$ cat config.mk
export PLATFORM = sky130hd
export DESIGN_NAME = xpm_palette_pixel_lookup_flat
export DESIGN_NICKNAME = d
export VERILOG_FILES = /design/src/rtl/xpm_pkg.sv /design/src/rtl/xpm_if.sv /design/src/rtl/xpm_palette_pixel_lookup.sv /design/src/flat_wrapper.sv
export SDC_FILE = /design/constraint.sdc
export NUM_CORES = 1
export LEC_CHECK = 0
export BUFFER_PORTS_ARGS = -buffer_cell sky130_fd_sc_hd__buf_2
export CAP_MARGIN = 40
export CORE_ASPECT_RATIO = 1.5
export CORE_UTILIZATION = 56
export CTS_CLUSTER_SIZE = 40
export DETAILED_ROUTE_END_ITERATION = 12
export PLACE_DENSITY_LB_ADDON = 0.15
export SETUP_SLACK_MARGIN = 0.15
export SYNTH_ARGS = -nofsm -noshare
export SYNTH_HDL_FRONTEND = slang
export SYNTH_SLANG_ARGS = --single-unit
$ cat constraint.sdc
create_clock -name clk -period 7.8 [get_ports clk]
set_input_delay 0.39 -clock clk [delete_from_list [all_inputs] [get_ports clk]]
set_output_delay 0.39 -clock clk [all_outputs]
set_load 0.005 [all_outputs]
$ cat src/rtl/xpm_pkg.sv
// Shared types, constants and helpers for the palette pixel lookup.
package xpm_pkg;

  // Fixed field widths
  localparam int CODE_W    = 32;
  localparam int RGB_W     = 24;
  localparam int COLOR_W   = 8;
  localparam int CPP_W     = 3;
  localparam int COUNT_W   = 5;
  localparam int IDX_IN_W  = 4;
  localparam int CFG_IDX_W = 2;
  localparam int CFG_DAT_W = 24;

  // Widest code compared, in characters
  localparam int MAX_CODE_CHARS = 4;

  // Transaction function codes
  localparam logic FUNC_LOAD  = 1'b0;
  localparam logic FUNC_PIXEL = 1'b1;

  // Configuration register indexes
  typedef enum logic [CFG_IDX_W-1:0] {
    CFG_CHARS_PER_PIXEL = 2'd0,
    CFG_COLOR_COUNT     = 2'd1,
    CFG_NONE_COLOR      = 2'd2
  } cfg_idx_t;

  // Byte mask of the code characters that take part in a compare
  function automatic logic [CODE_W-1:0] code_mask(input logic [CPP_W-1:0] cpp);
    int                n;
    logic [CODE_W-1:0] m;
    n = int'(cpp);
    if (n == 0) n = 1;
    if (n > MAX_CODE_CHARS) n = MAX_CODE_CHARS;
    m = '0;
    for (int b = 0; b < CODE_W / 8; b++) begin
      if (b < n) m[8*b +: 8] = 8'hFF;
    end
    return m;
  endfunction

endpackage

$ cat src/rtl/xpm_if.sv
// Channel interfaces: pixel/load input, pixel result output, register write.
interface xpm_in_if;
  logic                          valid;
  logic                          ready;
  logic                          func;
  logic [xpm_pkg::IDX_IN_W-1:0]  entry_index;
  logic [xpm_pkg::CODE_W-1:0]    pixel_code;
  logic [xpm_pkg::COLOR_W-1:0]   red_in;
  logic [xpm_pkg::COLOR_W-1:0]   green_in;
  logic [xpm_pkg::COLOR_W-1:0]   blue_in;
  logic                          no_color;

  modport source (output valid, func, entry_index, pixel_code, red_in, green_in, blue_in,
                  no_color, input ready);
  modport sink   (input valid, func, entry_index, pixel_code, red_in, green_in, blue_in,
                  no_color, output ready);
endinterface

interface xpm_out_if;
  logic                        valid;
  logic                        ready;
  logic [xpm_pkg::COLOR_W-1:0] blue_out;
  logic [xpm_pkg::COLOR_W-1:0] green_out;
  logic [xpm_pkg::COLOR_W-1:0] red_out;
  logic [xpm_pkg::COLOR_W-1:0] alpha_out;
  logic                        matched;

  modport source (output valid, blue_out, green_out, red_out, alpha_out, matched,
                  input ready);
  modport sink   (input valid, blue_out, green_out, red_out, alpha_out, matched,
                  output ready);
endinterface

interface xpm_cfg_if;
  logic                          valid;
  logic                          ready;
  logic [xpm_pkg::CFG_IDX_W-1:0] index;
  logic [xpm_pkg::CFG_DAT_W-1:0] data;

  modport source (output valid, index, data, input ready);
  modport sink   (input valid, index, data, output ready);
endinterface

$ cat src/rtl/xpm_palette_pixel_lookup.sv
// Top level of the palette pixel lookup: palette store and lookup pipeline.
//
//   channel  dir  handshake        payload
//   in_ch    in   valid / ready    func, entry_index, pixel_code, red/green/blue_in, no_color
//   out_ch   out  valid / ready    blue/green/red/alpha_out, matched
//   cfg_ch   in   valid / ready    index, data
//
// One transaction enters per cycle unless a result is stalled at out_ch; a pixel result passes
// the compare, priority-encode and color-read stages, the last loading the output register.
// Load transactions write the code store in the compare stage and the color store in
// the color-read stage, so every pixel sees exactly the loads accepted before it.
// Synchronous active-low reset sets configuration defaults and clears valid bits; palette
// contents are undefined until loaded. The whole pipeline holds while a result waits on out_ch;
// cfg_ch is always ready.
module xpm_palette_pixel_lookup #(
  parameter int PALETTE_DEPTH = 16
) (
  input  logic       clk,
  input  logic       rst_n,
  xpm_in_if.sink     in_ch,
  xpm_out_if.source  out_ch,
  xpm_cfg_if.sink    cfg_ch
);

  localparam int IDX_W = (PALETTE_DEPTH > 1) ? $clog2(PALETTE_DEPTH) : 1;

  // Configuration registers
  logic [xpm_pkg::CPP_W-1:0]   cfg_cpp_r;
  logic [xpm_pkg::COUNT_W-1:0] cfg_count_r;
  logic [xpm_pkg::RGB_W-1:0]   cfg_none_r;

  // Palette store
  logic [xpm_pkg::CODE_W-1:0] code_tab_r [PALETTE_DEPTH];
  logic [xpm_pkg::RGB_W-1:0]  rgb_tab_r  [PALETTE_DEPTH];
  logic                       none_tab_r [PALETTE_DEPTH];

  // Stage 1: accepted transaction
  logic                          s1_vld_r;
  logic                          s1_func_r;
  logic [xpm_pkg::IDX_IN_W-1:0]  s1_idx_r;
  logic [xpm_pkg::CODE_W-1:0]    s1_code_r;
  logic [xpm_pkg::RGB_W-1:0]     s1_rgb_r;
  logic                          s1_none_r;

  // Stage 2: match vector
  logic                          s2_vld_r;
  logic                          s2_func_r;
  logic [xpm_pkg::IDX_IN_W-1:0]  s2_idx_r;
  logic [xpm_pkg::RGB_W-1:0]     s2_rgb_r;
  logic                          s2_none_r;
  logic [PALETTE_DEPTH-1:0]      s2_match_r;
  logic [PALETTE_DEPTH-1:0]      s2_match_nxt;

  // Stage 3: winning entry
  logic                          s3_vld_r;
  logic                          s3_func_r;
  logic [xpm_pkg::IDX_IN_W-1:0]  s3_idx_r;
  logic [xpm_pkg::RGB_W-1:0]     s3_rgb_r;
  logic                          s3_none_r;
  logic                          s3_hit_r;
  logic                          s3_hit_nxt;
  logic [IDX_W-1:0]              s3_sel_r;
  logic [IDX_W-1:0]              s3_sel_nxt;

  // Output register
  logic                          out_vld_r;
  logic                          out_hit_r;
  logic [xpm_pkg::RGB_W-1:0]     out_rgb_r;
  logic [xpm_pkg::RGB_W-1:0]     out_rgb_nxt;

  logic                          adv;
  logic [xpm_pkg::CODE_W-1:0]    mask;
  logic                          s1_load_wr;
  logic                          s3_load_wr;

  // Advance the whole pipeline unless a result is stalled at the output
  assign adv          = !out_vld_r || out_ch.ready;
  assign in_ch.ready  = adv;
  assign cfg_ch.ready = 1'b1;

  assign mask = xpm_pkg::code_mask(cfg_cpp_r);

  assign s1_load_wr = adv && s1_vld_r && (s1_func_r == xpm_pkg::FUNC_LOAD) &&
                      (32'(s1_idx_r) < 32'(PALETTE_DEPTH));
  assign s3_load_wr = adv && s3_vld_r && (s3_func_r == xpm_pkg::FUNC_LOAD) &&
                      (32'(s3_idx_r) < 32'(PALETTE_DEPTH));

  // Configuration writes
  always_ff @(posedge clk) begin
    if (!rst_n) begin
      cfg_cpp_r   <= xpm_pkg::CPP_W'(1);
      cfg_count_r <= xpm_pkg::COUNT_W'(1);
      cfg_none_r  <= '0;
    end else if (cfg_ch.valid) begin
      unique case (cfg_ch.index)
        xpm_pkg::CFG_CHARS_PER_PIXEL: cfg_cpp_r   <= cfg_ch.data[xpm_pkg::CPP_W-1:0];
        xpm_pkg::CFG_COLOR_COUNT:     cfg_count_r <= cfg_ch.data[xpm_pkg::COUNT_W-1:0];
        xpm_pkg::CFG_NONE_COLOR:      cfg_none_r  <= cfg_ch.data[xpm_pkg::RGB_W-1:0];
        default: ;
      endcase
    end
  end

  // Compare the pixel code with every entry in use
  always_comb begin
    for (int k = 0; k < PALETTE_DEPTH; k++) begin
      s2_match_nxt[k] = (((code_tab_r[k] ^ s1_code_r) & mask) == '0) &&
                        (32'(k) < 32'(cfg_count_r));
    end
  end

  // Pick the lowest matching entry
  always_comb begin
    s3_hit_nxt = 1'b0;
    s3_sel_nxt = '0;
    for (int k = PALETTE_DEPTH - 1; k >= 0; k--) begin
      if (s2_match_r[k]) begin
        s3_hit_nxt = 1'b1;
        s3_sel_nxt = IDX_W'(k);
      end
    end
  end

  // Read the winning entry's color
  always_comb begin
    if (!s3_hit_r) begin
      out_rgb_nxt = '0;
    end else if (none_tab_r[s3_sel_r]) begin
      out_rgb_nxt = cfg_none_r;
    end else begin
      out_rgb_nxt = rgb_tab_r[s3_sel_r];
    end
  end

  // Code store: written as a load leaves stage 1
  always_ff @(posedge clk) begin
    if (s1_load_wr) begin
      code_tab_r[IDX_W'(s1_idx_r)] <= s1_code_r;
    end
  end

  // Color store: written as a load leaves stage 3
  always_ff @(posedge clk) begin
    if (s3_load_wr) begin
      rgb_tab_r[IDX_W'(s3_idx_r)]  <= s3_rgb_r;
      none_tab_r[IDX_W'(s3_idx_r)] <= s3_none_r;
    end
  end

  // Pipeline valid bits
  always_ff @(posedge clk) begin
    if (!rst_n) begin
      s1_vld_r  <= 1'b0;
      s2_vld_r  <= 1'b0;
      s3_vld_r  <= 1'b0;
      out_vld_r <= 1'b0;
    end else if (adv) begin
      s1_vld_r  <= in_ch.valid;
      s2_vld_r  <= s1_vld_r;
      s3_vld_r  <= s2_vld_r;
      out_vld_r <= s3_vld_r && (s3_func_r == xpm_pkg::FUNC_PIXEL);
    end
  end

  // Pipeline payload
  always_ff @(posedge clk) begin
    if (adv) begin
      s1_func_r  <= in_ch.func;
      s1_idx_r   <= in_ch.entry_index;
      s1_code_r  <= in_ch.pixel_code;
      s1_rgb_r   <= {in_ch.red_in, in_ch.green_in, in_ch.blue_in};
      s1_none_r  <= in_ch.no_color;

      s2_func_r  <= s1_func_r;
      s2_idx_r   <= s1_idx_r;
      s2_rgb_r   <= s1_rgb_r;
      s2_none_r  <= s1_none_r;
      s2_match_r <= s2_match_nxt;

      s3_func_r  <= s2_func_r;
      s3_idx_r   <= s2_idx_r;
      s3_rgb_r   <= s2_rgb_r;
      s3_none_r  <= s2_none_r;
      s3_hit_r   <= s3_hit_nxt;
      s3_sel_r   <= s3_sel_nxt;

      out_hit_r  <= s3_hit_r;
      out_rgb_r  <= out_rgb_nxt;
    end
  end

  // Drive the result channel
  assign out_ch.valid     = out_vld_r;
  assign out_ch.blue_out  = out_rgb_r[7:0];
  assign out_ch.green_out = out_rgb_r[15:8];
  assign out_ch.red_out   = out_rgb_r[23:16];
  assign out_ch.alpha_out = '0;
  assign out_ch.matched   = out_hit_r;

endmodule
$ cat src/flat_wrapper.sv
// flat-port wrapper written by rule: the top's interface ports become plain ports
module xpm_palette_pixel_lookup_flat 
#(
  parameter int PALETTE_DEPTH = 16
)
  (clk, rst_n, in_ch_valid, in_ch_func, in_ch_entry_index, in_ch_pixel_code, in_ch_red_in, in_ch_green_in, in_ch_blue_in, in_ch_no_color, in_ch_ready, out_ch_valid, out_ch_blue_out, out_ch_green_out, out_ch_red_out, out_ch_alpha_out, out_ch_matched, out_ch_ready, cfg_ch_valid, cfg_ch_index, cfg_ch_data, cfg_ch_ready);
  xpm_in_if in_ch_i ();
  xpm_out_if out_ch_i ();
  xpm_cfg_if cfg_ch_i ();
  input  logic clk;
  input  logic rst_n;
  input wire logic [$bits(in_ch_i.valid)-1:0] in_ch_valid;
  input wire logic [$bits(in_ch_i.func)-1:0] in_ch_func;
  input wire logic [$bits(in_ch_i.entry_index)-1:0] in_ch_entry_index;
  input wire logic [$bits(in_ch_i.pixel_code)-1:0] in_ch_pixel_code;
  input wire logic [$bits(in_ch_i.red_in)-1:0] in_ch_red_in;
  input wire logic [$bits(in_ch_i.green_in)-1:0] in_ch_green_in;
  input wire logic [$bits(in_ch_i.blue_in)-1:0] in_ch_blue_in;
  input wire logic [$bits(in_ch_i.no_color)-1:0] in_ch_no_color;
  output wire logic [$bits(in_ch_i.ready)-1:0] in_ch_ready;
  output wire logic [$bits(out_ch_i.valid)-1:0] out_ch_valid;
  output wire logic [$bits(out_ch_i.blue_out)-1:0] out_ch_blue_out;
  output wire logic [$bits(out_ch_i.green_out)-1:0] out_ch_green_out;
  output wire logic [$bits(out_ch_i.red_out)-1:0] out_ch_red_out;
  output wire logic [$bits(out_ch_i.alpha_out)-1:0] out_ch_alpha_out;
  output wire logic [$bits(out_ch_i.matched)-1:0] out_ch_matched;
  input wire logic [$bits(out_ch_i.ready)-1:0] out_ch_ready;
  input wire logic [$bits(cfg_ch_i.valid)-1:0] cfg_ch_valid;
  input wire logic [$bits(cfg_ch_i.index)-1:0] cfg_ch_index;
  input wire logic [$bits(cfg_ch_i.data)-1:0] cfg_ch_data;
  output wire logic [$bits(cfg_ch_i.ready)-1:0] cfg_ch_ready;
  assign in_ch_i.valid = in_ch_valid;
  assign in_ch_i.func = in_ch_func;
  assign in_ch_i.entry_index = in_ch_entry_index;
  assign in_ch_i.pixel_code = in_ch_pixel_code;
  assign in_ch_i.red_in = in_ch_red_in;
  assign in_ch_i.green_in = in_ch_green_in;
  assign in_ch_i.blue_in = in_ch_blue_in;
  assign in_ch_i.no_color = in_ch_no_color;
  assign in_ch_ready = in_ch_i.ready;
  assign out_ch_valid = out_ch_i.valid;
  assign out_ch_blue_out = out_ch_i.blue_out;
  assign out_ch_green_out = out_ch_i.green_out;
  assign out_ch_red_out = out_ch_i.red_out;
  assign out_ch_alpha_out = out_ch_i.alpha_out;
  assign out_ch_matched = out_ch_i.matched;
  assign out_ch_i.ready = out_ch_ready;
  assign cfg_ch_i.valid = cfg_ch_valid;
  assign cfg_ch_i.index = cfg_ch_index;
  assign cfg_ch_i.data = cfg_ch_data;
  assign cfg_ch_ready = cfg_ch_i.ready;
  xpm_palette_pixel_lookup #(.PALETTE_DEPTH(PALETTE_DEPTH)) u_core (.clk(clk), .rst_n(rst_n), .in_ch(in_ch_i), .out_ch(out_ch_i), .cfg_ch(cfg_ch_i));
endmodule
# Yosys cells after proc, flatten, opt, wreduce, memory -nomap -nowiden
# Memory sizes are Yosys's and may differ from the RTL's.
# Index checks and enable logic that the tools add are counted.
# word_totals
reg_bits	204
ram_bits	912
output_inout_bits	36
word_cells	163
memories	3
# memory_table
name	depth	width	rd	rd_clocked_by_memory_dff	wr	line	text
u_core.code_tab_r	16	32	16	0	1	xpm_palette_pixel_lookup.sv:33	logic [xpm_pkg::CODE_W-1:0] code_tab_r [PALETTE_DEPTH];
u_core.rgb_tab_r	16	24	1	0	1	xpm_palette_pixel_lookup.sv:34	logic [xpm_pkg::RGB_W-1:0] rgb_tab_r [PALETTE_DEPTH];
u_core.none_tab_r	16	1	1	0	1	xpm_palette_pixel_lookup.sv:35	logic none_tab_r [PALETTE_DEPTH];
# op_classes
magnitude_cmp	21
eq_ne	2
mux	27
n_bitwise	34
reduce_logical	48
# op_table
cell	count
AND 32 bit	16
logical NOT 32 bit	16
bitwise XOR 32 bit	16
less-than comparator 3 x 32 -> 1 bit, first input constant	2
less-than comparator 4 x 5 -> 1 bit, first input constant	8
less-than comparator 1 x 32 -> 1 bit, first input constant	1
less-than comparator 2 x 32 -> 1 bit, first input constant	1
2-to-1 mux 32 bit	1
2-to-1 mux 4 bit	8
2-to-1 mux 8 bit	4
2-to-1 mux 24 bit	1
logical AND 1 bit	21
less-than comparator 3 x 5 -> 1 bit, first input constant	4
2-to-1 mux 3 bit	5
OR reduction 15 bit	1
less-than comparator 1 x 5 -> 1 bit, first input constant	2
less-than comparator 2 x 5 -> 1 bit, first input constant	2
OR reduction 8 bit	1
2-to-1 mux 1 bit	6
AND reduction 2 bit	3
2-to-1 mux 2 bit	2
OR reduction 4 bit	1
greater-than comparator 3 bit, second input constant	1
logical NOT 3 bit	1
7 further kinds	8

# Logic depth before layout (Yosys ltp)
# Gate-level depths: netlist of run 1.
# logic_depth
ltp_word	15
mapped_depth	8

# Least setup slack after synthesis of run 1
# No wires, ideal clock.
# synth_timing
path_kind	register to register
start	register u_core.out_vld_r (netlist: u_core.out_ch.valid)
end	memory u_core.code_tab_r[0][0] in the netlist's numbering (enable)
arrival_time_ns	6.832
path_slack_ns	0.507
stages_incl_launch_ff	6
path_buffers	0
path_cell_list	dfxtp_1 nor2b_1 inv_1 nand3b_1 or3_1 nor3_1
# synth_via
elab_chain_len	6
# synth_rtl
item	line	text
from (decl)	xpm_palette_pixel_lookup.sv:66	logic out_vld_r;
from (signal assigned)	xpm_palette_pixel_lookup.sv:161	out_vld_r <= s3_vld_r && (s3_func_r == xpm_pkg::FUNC_PIXEL);
logical NOT 1 bit	xpm_palette_pixel_lookup.sv:77	assign adv = !out_vld_r || out_ch.ready;
logical OR 1 bit	xpm_palette_pixel_lookup.sv:77	
named net in_ch_ready	flat_wrapper.sv:20	output wire logic [$bits(in_ch_i.ready)-1:0] in_ch_ready;
logical AND 1 bit (2 in series)	xpm_palette_pixel_lookup.sv:83	assign s1_load_wr = adv && s1_vld_r && (s1_func_r == xpm_pkg::FUNC_LOAD) &&
2-to-1 mux 1 bit	xpm_palette_pixel_lookup.sv:137	if (s1_load_wr) begin
2-to-1 mux 1 bit (not written as such)	xpm_palette_pixel_lookup.sv:138	code_tab_r[IDX_W'(s1_idx_r)] <= s1_code_r;
to (decl)	xpm_palette_pixel_lookup.sv:33	
# The timed path passes the listed nets, and every way through them passes these cells.

# Worst setup path in the final report of run 1
# layout_timing
start	register u_core.out_vld_r (netlist: u_core.out_ch.valid)
end	memory u_core.code_tab_r[2][9] in the netlist's numbering (enable)
# layout_via
elab_chain_len	6
# layout_rtl
item	line
logical NOT 1 bit	xpm_palette_pixel_lookup.sv:77
logical OR 1 bit	xpm_palette_pixel_lookup.sv:77
logical AND 1 bit (2 in series)	xpm_palette_pixel_lookup.sv:83
2-to-1 mux 1 bit	xpm_palette_pixel_lookup.sv:137
2-to-1 mux 1 bit (not written as such)	xpm_palette_pixel_lookup.sv:138
# No other way between the ends.

==> impl_metrics.env, run 1 <==
export IMPL_outcome="finished clean"
export IMPL_layout_net_count=2766
export IMPL_grtUsageMet1_pct=30.5
export IMPL_maxSlewViolCount=0
export IMPL_vdd_ir_drop_worst_uv=232
export IMPL_dp_worst_setup_slack_ns=4.14
export IMPL_die_width_um=230
export IMPL_cellInternalPower_mw=9.61
export IMPL_worstMarginPinSlew_ns=0.922
export IMPL_netSwitchingPower_mw=2.54
export IMPL_clock_tree_from_tritoncts="yes"
export IMPL_async_flop_share_pct=0
export IMPL_gr_total_overflow=0
export IMPL_critPathRequiredTime_ns=8.15
export IMPL_path_class="register to register"
export IMPL_hold_slack_ns=0.0385
export IMPL_finalClockSkew_ns=0.0267
export IMPL_grt_pass1_wl_um=142000
export IMPL_clock_insertion_delay_worst_skew_ns=0.67
export IMPL_flow_area_growth_from_synthesis_pct=14.7
export IMPL_rsz_0062_raised_after_global_routing="false"
export IMPL_first_global_vias=22300
export IMPL_num_rows=125
export IMPL_cts_repair_resized=0
export IMPL_floorplan_die_height_um=344
export IMPL_core_region_area_mm2=0.0773
export IMPL_cp_arrival_ns=3.75
export IMPL_clock_tree_buffer_depth=3
export IMPL_maxCapViolations=0
export IMPL_synth_area_top_cells="sky130_fd_sc_hd__edfxtp_1, sky130_fd_sc_hd__xor2_1, sky130_fd_sc_hd__mux4_2"
export IMPL_worst_setup_path_start_kind="register"
export IMPL_synth_top_cell_area_share_pct=74.3
export IMPL_global_route_usage_total_pct=24.5
export IMPL_htreeDepth=3
export IMPL_yosys_area_top_type="sky130_fd_sc_hd__edfxtp_1"
export IMPL_cellLeakagePower_nw=16.3
export IMPL_pwr_density_cell_mw_per_mm2=242
export IMPL_antenna_found_initial=1
export IMPL_synth_enable_flop_cells=1080
export IMPL_synth_yosys_seq_area_share_pct=75.9
export IMPL_effective_utilization_at_floorplan_pct=56.5
export IMPL_final_layout_size_suffix_gt1_share_pct=17.4
export IMPL_antenna_cells=0
export IMPL_yosysUniqueCellTypes=42
export IMPL_synth_cells_most_frequent="sky130_fd_sc_hd__edfxtp_1, sky130_fd_sc_hd__xor2_1, sky130_fd_sc_hd__xnor2_1"
export IMPL_dominantRegCellSynth="sky130_fd_sc_hd__edfxtp_1"
export IMPL_part_of_the_power_in_the_clock_network_pct=39.4
export IMPL_synth_cells=2416
export IMPL_routabilityCongestion=0.812
export IMPL_synth_most_common_cell="sky130_fd_sc_hd__edfxtp_1"
export IMPL_cts_buffers=100
export IMPL_cts_clock_pin_slew_for_the_worst_setup_and_hold_paths_ns=0.06
export IMPL_cts_sinks=1116
export IMPL_synth_cell_area_mm2=0.0437
export IMPL_setup_tns_ns=0
export IMPL_maxClockFrequency_ghz=0.295
export IMPL_sw_share_pct=20.9
export IMPL_timing_critical_path_fanout_max=74
export IMPL_detail_route_drc_violations=0
export IMPL_critical_path_endpoint_type="register"
export IMPL_met2_usage_pct=44.4
export IMPL_drt_pass1_iterations=5
export IMPL_number_of_failing_hold_endpoints_at_the_final_stage=0
export IMPL_fin_util_pct=64.8
export IMPL_slew_limit_headroom_pct=38.4
export IMPL_wirelength_um=95200
export IMPL_setup_viol=0
export IMPL_buffers_added_on_ports=119
export IMPL_fin_crit_ns=3.39
export IMPL_die_area_mm2=0.0791
export IMPL_grt_max_degree=75
export IMPL_fin_ws_ns=4.41
export IMPL_pin_count=129
export IMPL_antenna_left=0
export IMPL_first_iteration_detailed_routing_drc_count=1801
export IMPL_drt_wirelength_per_cell_um=25.2
export IMPL_detailroute_via_count=21700
export IMPL_grt_busiest_layer="met2"
export IMPL_number_of_vias_per_cell=5.77
export IMPL_cts_root_buf="sky130_fd_sc_hd__clkbuf_16"
export IMPL_detailedPlacementHpwl_um=57900
export IMPL_final_min_period_over_clock_period_pct=43.5
export IMPL_ys_seq_elements=1116
export IMPL_met3_usage_pct=2.45
export IMPL_combinationalPowerShare_pct=5.2
export IMPL_min_delay_path_class="input pin to register"
export IMPL_yosysWarningCount=0
export IMPL_syn_mean_instance_area_um2=18.1
export IMPL_seqPwrFrac_pct=55.5
[cells in the final DEF (no fill, tap or decap), types with 36 or more instances in the layout]
cell and n:
sky130_fd_sc_hd__buf_2 121, sky130_fd_sc_hd__nand4_1 50, sky130_fd_sc_hd__nand2_1 74, sky130_fd_sc_hd__xor2_1 318, sky130_fd_sc_hd__dlygate4sd3_1 75, sky130_fd_sc_hd__a22oi_1 48, sky130_fd_sc_hd__dfxtp_1 36, sky130_fd_sc_hd__xnor2_1 194
sky130_fd_sc_hd__a21oi_1 90, sky130_fd_sc_hd__mux4_2 101, sky130_fd_sc_hd__buf_4 59, sky130_fd_sc_hd__nor4_1 94, sky130_fd_sc_hd__edfxtp_1 1080, sky130_fd_sc_hd__clkbuf_16 103
[final cells by class]
type,instances,area (um2)
flip-flops and latches,1116,33200
fillers,5331,27200
multi-input cells,1171,10100
clock buffers,127,2680
repair buffers,278,2330
well taps,1016,1270
clock inverters,56,487
inverters,6,30.0
[metrics by stage]
step	instance area, um2	total power, mW	std cells
4_1_cts	50100	12.3	3770
6_report	50100	12.1	3770
2_1_floorplan	43700	7.23	2423
3_3_place_gp	45600	7.43	3486
5_1_grt	50100	12.5	3770
3_5_place_dp	46200	7.47	3512
[cell families after synthesis]
logic type	after synthesis	share of synthesized area, %
flip-flops	1116	75.9
XOR/XNOR	512	10.3
AND/OR/NAND/NOR	346	4.23
AO/OA/AOI/OAI	196	2.80
buffers and inverters	136	1.39
multiplexers	108	5.37
other	2	0.0172
[timing repair]
action / 4_1_cts / 5_1_grt
hold buffers: 75 / 0
setup endpoints to repair: 0 / 0
setup buffers: 0 / 0
endpoints found under the hold margin: 75 / 0
[flip-flops by register name (all words and copies together) (netlist names), 24 cells and up]
signal / cells
u_core.s1_code_r: 32
u_core.s1_rgb_r: 24
u_core.cfg_none_r: 24
u_core.s3_rgb_r: 24
u_core.out_rgb_r: 24
u_core.s2_rgb_r: 24
u_core.code_tab_r: 512
u_core.rgb_tab_r: 384
[critical path, cell delays in order, from the launching register on]
cell                       delay (ns)
sky130_fd_sc_hd__dfxtp_1         0.30
sky130_fd_sc_hd__nor2b_1         0.24
sky130_fd_sc_hd__inv_8           0.39
sky130_fd_sc_hd__buf_16          0.35
sky130_fd_sc_hd__nand3b_1        0.17
sky130_fd_sc_hd__or3_1           0.48
sky130_fd_sc_hd__nor2_2          0.72
sky130_fd_sc_hd__buf_4           0.39
[path summary, 6_finish.rpt]
path	end	slack (ns)	cells past startpoint	startpoint
min reg2reg	u_core.s3_rgb_r[23]	0.42	0	u_core.s2_rgb_r[23]
min	u_core.cfg_none_r[20]	0.04	3	cfg_ch_data[20]
max reg2reg	u_core.code_tab_r[2][9]	4.41	7	u_core.out_ch.valid
max	u_core.code_tab_r[2][9]	4.41	7	u_core.out_ch.valid
[layer usage]
| layer | part of all wire [%] | up-vias | wire, um |
|---|---|---|---|
| met5 | 0 | - | 0 |
| met4 | 3.1 | 0 | 2930 |
| met3 | 3.9 | 136 | 3690 |
| met2 | 54 | 564 | 51200 |
| met1 | 39 | 11300 | 37300 |
| li1 | - | 9750 | - |
[power by group through the flow]
stage	clock (mW)	combinational (mW)	sequential (mW)
finish	4.78	0.629	6.73
global placement	0	0.570	6.86
global route	5.09	0.681	6.74
floorplan	0	0.387	6.84
CTS	4.88	0.639	6.73
detailed placement	0	0.607	6.86
(Power assumes the default switching activity.)
==> inputs of run 2 (changes only) <==
CORE_UTILIZATION = 62   (was 56)
clock period = 3.3 ns   (was 7.8 ns; I/O delays follow)
==> run 2 against run 1 <==
Compared with the run above:
- maximum frequency is 30% higher
- design area is 0.36% higher
- sequential share of layout area shrank 0.23 points
- die area decreased by 9.6%
- non-clock buffer count increased by 56
- clock skew is 0.012 ns lower
- count of clock-buffer cells in the layout rose by 16
- critical path type unchanged
- largest cell class unchanged
- largest power group unchanged
==> impl_metrics.env, run 2 (synthesis gave the netlist of run 1 again) <==
export IMPL_combinationalPowerShare_pct=5.1
export IMPL_final_fill_count=4185
export IMPL_critical_path_endpoint_type="register"
export IMPL_post_cts_setup_buffers=0
export IMPL_reg2reg_slack_ns=0.69
export IMPL_cellLeakagePower_nw=16.5
export IMPL_cts_clock_pin_slew_for_the_worst_setup_and_hold_paths_ns=0.07
export IMPL_maxCapViolations=0
export IMPL_sw_share_pct=20.8
export IMPL_drt_pass1_iterations=5
export IMPL_core_region_area_mm2=0.0694
export IMPL_wirelength_um=97600
export IMPL_flow_area_growth_from_synthesis_pct=15.1
export IMPL_fin_util_pct=72.4
export IMPL_largest_reg_flops=512
export IMPL_cp_arrival_ns=3.02
export IMPL_seqPwrFrac_pct=55.4
export IMPL_min_delay_path_class="input pin to register"
export IMPL_antenna_left=0
export IMPL_path_class="register to register"
export IMPL_final_layout_size_suffix_gt1_share_pct=18.4
export IMPL_critical_path_startpoint="u_core.s3_sel_r[0]"
export IMPL_detailroute_via_count=22400
export IMPL_pwr_density_cell_mw_per_mm2=574
export IMPL_largestRegisters="u_core.code_tab_r (512), u_core.rgb_tab_r (384), u_core.s1_code_r (32)"
export IMPL_detail_route_drc_violations=0
export IMPL_antenna_cells=0
export IMPL_gr_total_overflow=0
export IMPL_largest_register="u_core.code_tab_r"
export IMPL_outcome="finished clean"
export IMPL_slew_limit_headroom_pct=44.1
export IMPL_first_global_vias=23200
export IMPL_reg2regPathDepth=6
export IMPL_die_width_um=219
export IMPL_number_of_failing_hold_endpoints_at_the_final_stage=0
export IMPL_global_route_usage_total_pct=27.8
export IMPL_clock_tree_from_tritoncts="yes"
export IMPL_grt_max_degree=109
export IMPL_worst_setup_path_start_kind="register"
export IMPL_finalClockSkew_ns=0.0150
export IMPL_pin_count=129
export IMPL_worstSetupEndpoint="u_core.out_rgb_r[20]"
export IMPL_critPathRequiredTime_ns=3.71
export IMPL_maxSlewViolCount=0
export IMPL_clock_tree_buffer_depth=3
export IMPL_part_of_the_power_in_the_clock_network_pct=39.5
export IMPL_cts_sinks=1116
export IMPL_setup_viol=0
export IMPL_cts_buffers=101
export IMPL_grt_pass1_wl_um=144000
export IMPL_drt_wirelength_per_cell_um=26.3
export IMPL_fin_crit_ns=2.61
export IMPL_die_area_mm2=0.0715
export IMPL_final_min_period_over_clock_period_pct=79.0
export IMPL_htreeDepth=3
export IMPL_r2r_end="u_core.out_rgb_r[20]"
export IMPL_dpl_cell_area_mm2=0.0461
export IMPL_most_common_layout_cells="sky130_fd_sc_hd__edfxtp_1, sky130_fd_sc_hd__xor2_1, sky130_fd_sc_hd__xnor2_1, sky130_fd_sc_hd__buf_2, sky130_fd_sc_hd__buf_4"
export IMPL_vdd_ir_drop_worst_uv=580
export IMPL_timing_critical_path_fanout_max=72
export IMPL_cellInternalPower_mw=22.8
export IMPL_effective_utilization_at_floorplan_pct=62.9
export IMPL_maxClockFrequency_ghz=0.384
export IMPL_antenna_found_initial=0
export IMPL_finalInstanceArea_mm2=0.0503
export IMPL_worstMarginPinSlew_ns=0.838
export IMPL_cts_root_buf="sky130_fd_sc_hd__clkbuf_16"
export IMPL_layout_area_seq_mm2=0.0332
export IMPL_num_rows=118
export IMPL_floorplan_die_height_um=327
export IMPL_multiInputGateArea_mm2=0.0102
export IMPL_rsz_0062_raised_after_global_routing="false"
export IMPL_netSwitchingPower_mw=5.99
export IMPL_detailedPlacementHpwl_um=59300
export IMPL_clock_insertion_delay_worst_skew_ns=0.66
export IMPL_routabilityCongestion=0.838
export IMPL_number_of_vias_per_cell=6.03
export IMPL_worst_r2r_startpoint="u_core.s3_sel_r[0]"
export IMPL_buffers_added_on_ports=119
export IMPL_layout_net_count=2823
export IMPL_first_iteration_detailed_routing_drc_count=2095
export IMPL_most_common_cell_after_layout_fill_and_taps_aside="sky130_fd_sc_hd__edfxtp_1"
run 2: cell types whose count changed in the layout (fill, tap and decap cells not counted), moves of 4 or more:
| cell | before | now |
|---|---|---|
| sky130_fd_sc_hd__dlygate4sd3_1 | 75 | 94 |
| sky130_fd_sc_hd__nor3_2 | 8 | 4 |
| sky130_fd_sc_hd__clkbuf_1 | 23 | 34 |
| sky130_fd_sc_hd__buf_4 | 59 | 108 |
| sky130_fd_sc_hd__nor3_4 | 0 | 4 |
| sky130_fd_sc_hd__buf_16 | 12 | 1 |
run 2: per-layer routing:
metal	track usage [%]	vias up	part of all wire, %
li1	-	9847	-
met1	33.1	11500	37
met2	50.5	792	54
met3	3.55	199	5.3
met4	11.7	0	4.1
met5	0	-	0
run 2: what timing repair did:
action	4_1_cts	5_1_grt
hold buffers	94	0
gates resized for setup	0	0
hold endpoints to repair	97	0
run 2: worst min path at each step:
| stage | endpoint | startpoint | depth (start not counted) | slack, ns |
|---|---|---|---|---|
| detailed placement | u_core.s1_idx_r[2] | in_ch_entry_index[2] | 1 | 0.34 |
| finish | u_core.cfg_cpp_r[0] | cfg_ch_index[1] | 5 | 0.06 |
| global placement | u_core.s1_code_r[6] | in_ch_pixel_code[6] | 1 | 0.34 |
| floorplan | u_core.s1_code_r[0] | in_ch_pixel_code[0] | 0 | 0.26 |
| global route | u_core.cfg_cpp_r[0] | cfg_ch_index[1] | 5 | 0.08 |
| CTS | u_core.cfg_cpp_r[0] | cfg_ch_index[1] | 5 | 0.03 |
run 2: through the flow:
stage	total power, mW	std cells	hold WS, ns	setup TNS (ns)	setup WS, ns
2_1_floorplan	17.1	2423	0.264	-326.38	-0.744
3_3_place_gp	17.6	3429	0.342	0	0.571
3_5_place_dp	17.7	3433	0.343	0	0.721
4_1_cts	29.0	3713	0.0328	0	0.664
5_1_grt	29.6	3713	0.0773	0	0.511
6_report	28.8	3713	0.0605	0	0.694
run 2: area by class of cell:
class | count | area share [%]
flip-flops and latches | 1116 | 66.0
multi-input cells | 1171 | 20.3
clock buffers | 143 | 5.59
repair buffers | 334 | 5.12
well taps | 900 | 2.24
clock inverters | 43 | 0.752
inverters | 6 | 0.0523
run 2: critical path: stages (launching register included):
cell and delay [ns]:
sky130_fd_sc_hd__edfxtp_1 0.57, sky130_fd_sc_hd__buf_12 0.50, sky130_fd_sc_hd__mux4_2 0.59, sky130_fd_sc_hd__a22oi_1 0.25
sky130_fd_sc_hd__a21oi_1 0.12, sky130_fd_sc_hd__a21oi_1 0.15, sky130_fd_sc_hd__nor2b_1 0.07
run 2: power groups by stage:
stage               clock, mW  sequential (mW)  combinational (mW)
floorplan                   0             16.2               0.923
global placement            0             16.2                1.36
detailed placement          0             16.3                1.40
CTS                      11.5             16.0                1.49
global route             12.0             16.0                1.59
finish                   11.4             16.0                1.48
==> inputs of run 3 (changes only) <==
clock period = 2.5 ns   (was 3.3 ns; I/O delays follow)
==> run 3 against run 2 <==
Compared with the run above:
- power up 31%
- count of clock-buffer cells in the layout shrank 21
- critical path type unchanged
- sequential power increased by 31%
- global-route usage fell by 0.18 points
==> impl_metrics.env, run 3 (synthesis gave the netlist of run 1 again) <==
export IMPL_outcome="finished clean"
export IMPL_critPathRequiredTime_ns=2.92
export IMPL_final_fill_count=4063
export IMPL_number_of_vias_per_cell=6.04
export IMPL_setup_viol=0
export IMPL_grt_busiest_layer="met2"
export IMPL_wirelength_um=98000
export IMPL_antenna_left=0
export IMPL_grt_max_degree=95
export IMPL_routabilityCongestion=0.822
export IMPL_reg2reg_slack_ns=0.10
export IMPL_number_of_failing_hold_endpoints_at_the_final_stage=0
export IMPL_cts_root_buf="sky130_fd_sc_hd__clkbuf_16"
export IMPL_floorplan_die_height_um=327
export IMPL_effective_utilization_at_floorplan_pct=62.9
export IMPL_antenna_found_initial=0
export IMPL_detailedPlacementHpwl_um=56600
export IMPL_drt_wirelength_per_cell_um=26.2
export IMPL_fin_util_pct=73.8
export IMPL_clock_tree_from_tritoncts="yes"
export IMPL_antenna_cells=0
export IMPL_final_min_period_over_clock_period_pct=95.8
export IMPL_buffers_added_on_ports=119
export IMPL_met3_usage_pct=3.59
export IMPL_grtUsageMet1_pct=33.3
export IMPL_critical_path_endpoint_type="register"
export IMPL_fin_crit_ns=2.40
export IMPL_slew_limit_headroom_pct=42.2
export IMPL_largestRegisters="u_core.code_tab_r (512), u_core.rgb_tab_r (384), u_core.s1_code_r (32)"
export IMPL_maxClockFrequency_ghz=0.417
export IMPL_critical_path_startpoint="u_core.s3_sel_r[0]"
export IMPL_met2_usage_pct=49.8
export IMPL_drt_pass1_iterations=5
export IMPL_clock_insertion_delay_worst_skew_ns=0.67
export IMPL_die_width_um=219
export IMPL_detail_route_drc_violations=0
export IMPL_worst_setup_path_start_kind="register"
export IMPL_first_global_vias=23200
export IMPL_rsz_0062_raised_after_global_routing="true"
export IMPL_largest_register="u_core.code_tab_r"
export IMPL_grt_pass1_wl_um=143000
export IMPL_die_area_mm2=0.0715
export IMPL_totalPowerFinal_mw=37.8
export IMPL_layout_net_count=2853
export IMPL_setup_tns_ns=0
export IMPL_num_rows=118
export IMPL_pwr_density_cell_mw_per_mm2=738
export IMPL_placedCellCount=3448
export IMPL_dpl_cell_area_mm2=0.0469
export IMPL_pin_count=129
export IMPL_flow_area_growth_from_synthesis_pct=17.4
export IMPL_most_common_layout_cells="sky130_fd_sc_hd__edfxtp_1, sky130_fd_sc_hd__xor2_1, sky130_fd_sc_hd__xnor2_1, sky130_fd_sc_hd__buf_2, sky130_fd_sc_hd__clkbuf_16"
export IMPL_vdd_ir_drop_worst_uv=771
export IMPL_core_region_area_mm2=0.0694
export IMPL_worst_r2r_startpoint="u_core.s3_sel_r[0]"
export IMPL_cellLeakagePower_nw=16.8
export IMPL_finalInstanceArea_mm2=0.0512
export IMPL_maxCapViolations=0
export IMPL_cts_sinks=1116
export IMPL_layout_area_seq_mm2=0.0332
export IMPL_multiInputGateArea_mm2=0.0103
export IMPL_maxSlewViolCount=0
export IMPL_timing_critical_path_fanout_max=7
export IMPL_htreeDepth=3
export IMPL_most_common_cell_after_layout_fill_and_taps_aside="sky130_fd_sc_hd__edfxtp_1"
export IMPL_gr_total_overflow=0
export IMPL_finalClockSkew_ns=0.0179
export IMPL_detailroute_via_count=22600
export IMPL_first_iteration_detailed_routing_drc_count=1957
export IMPL_final_layout_size_suffix_gt1_share_pct=20.3
export IMPL_holdCritStartpoint="rst_n"
export IMPL_cts_buffers=99
export IMPL_global_route_usage_total_pct=27.6
export IMPL_largest_reg_flops=512
export IMPL_worstMarginPinSlew_ns=0.867
export IMPL_cp_arrival_ns=2.81
export IMPL_clock_tree_buffer_depth=3
export IMPL_min_delay_path_class="input pin to register"
export IMPL_cts_clock_pin_slew_for_the_worst_setup_and_hold_paths_ns=0.06
export IMPL_path_class="register to register"
export IMPL_finalNonFillerCells=3738
## run 3: what timing repair did
action / in CTS / in global routing
pin swaps: 0 / 3
cloned: 0 / 6
endpoints found under the setup margin: 24 / 11
endpoints found under the hold margin: 97 / 0
gates resized for setup: 0 / 31
buffers inserted: 3 / 3
hold buffers: 99 / 0
## run 3: where the power goes
part,switching (mW),internal [mW],total [mW],leakage (nW)
registers,0.280,20.8,21.0,10.3
clock network,6.52,7.98,14.5,1.48
logic,1.24,1.03,2.27,5.02
## run 3: routing by layer
layer / wire length, um / up-vias / share of wire (%)
met5: 0 / - / 0
met4: 3910 / 0 / 4.0
met3: 5600 / 196 / 5.7
met2: 52900 / 919 / 54
met1: 35600 / 11500 / 36
li1: - / 9928 / -
## run 3: worst paths after layout
check                                      endpoint  cells after the start
worst max-delay path            u_core.out_rgb_r[2]                      7
worst min-delay path            u_core.cfg_cpp_r[0]                      2
worst max register to register  u_core.out_rgb_r[2]                      7
worst min register to register   u_core.s3_idx_r[3]                      0
## run 3: metrics by stage
step                      setup slack (ns)  hold WS (ns)
after global routing                0.0476        0.0647
after global placement               0.151         0.302
after CTS                            0.172      0.000441
after detailed placement            0.0671         0.303
final                                0.104        0.0384
after floorplan                      -1.54         0.224
## run 3: critical path, stage by stage, from the launching register on
cell and delay (ns):
sky130_fd_sc_hd__edfxtp_1 0.39, sky130_fd_sc_hd__buf_6 0.13, sky130_fd_sc_hd__mux4_2 0.50, sky130_fd_sc_hd__mux4_2 0.52, sky130_fd_sc_hd__buf_12 0.18, sky130_fd_sc_hd__clkbuf_16 0.20, sky130_fd_sc_hd__a21oi_2 0.16, sky130_fd_sc_hd__nor2b_1 0.05
## run 3: final cells by class
cell class	count	area share, %
inverters	6	0.0513
flip-flops and latches	1116	64.7
multi-input cells	1171	20.1
clock inverters	57	0.925
well taps	900	2.20
clock buffers	122	5.04
repair buffers	366	6.97
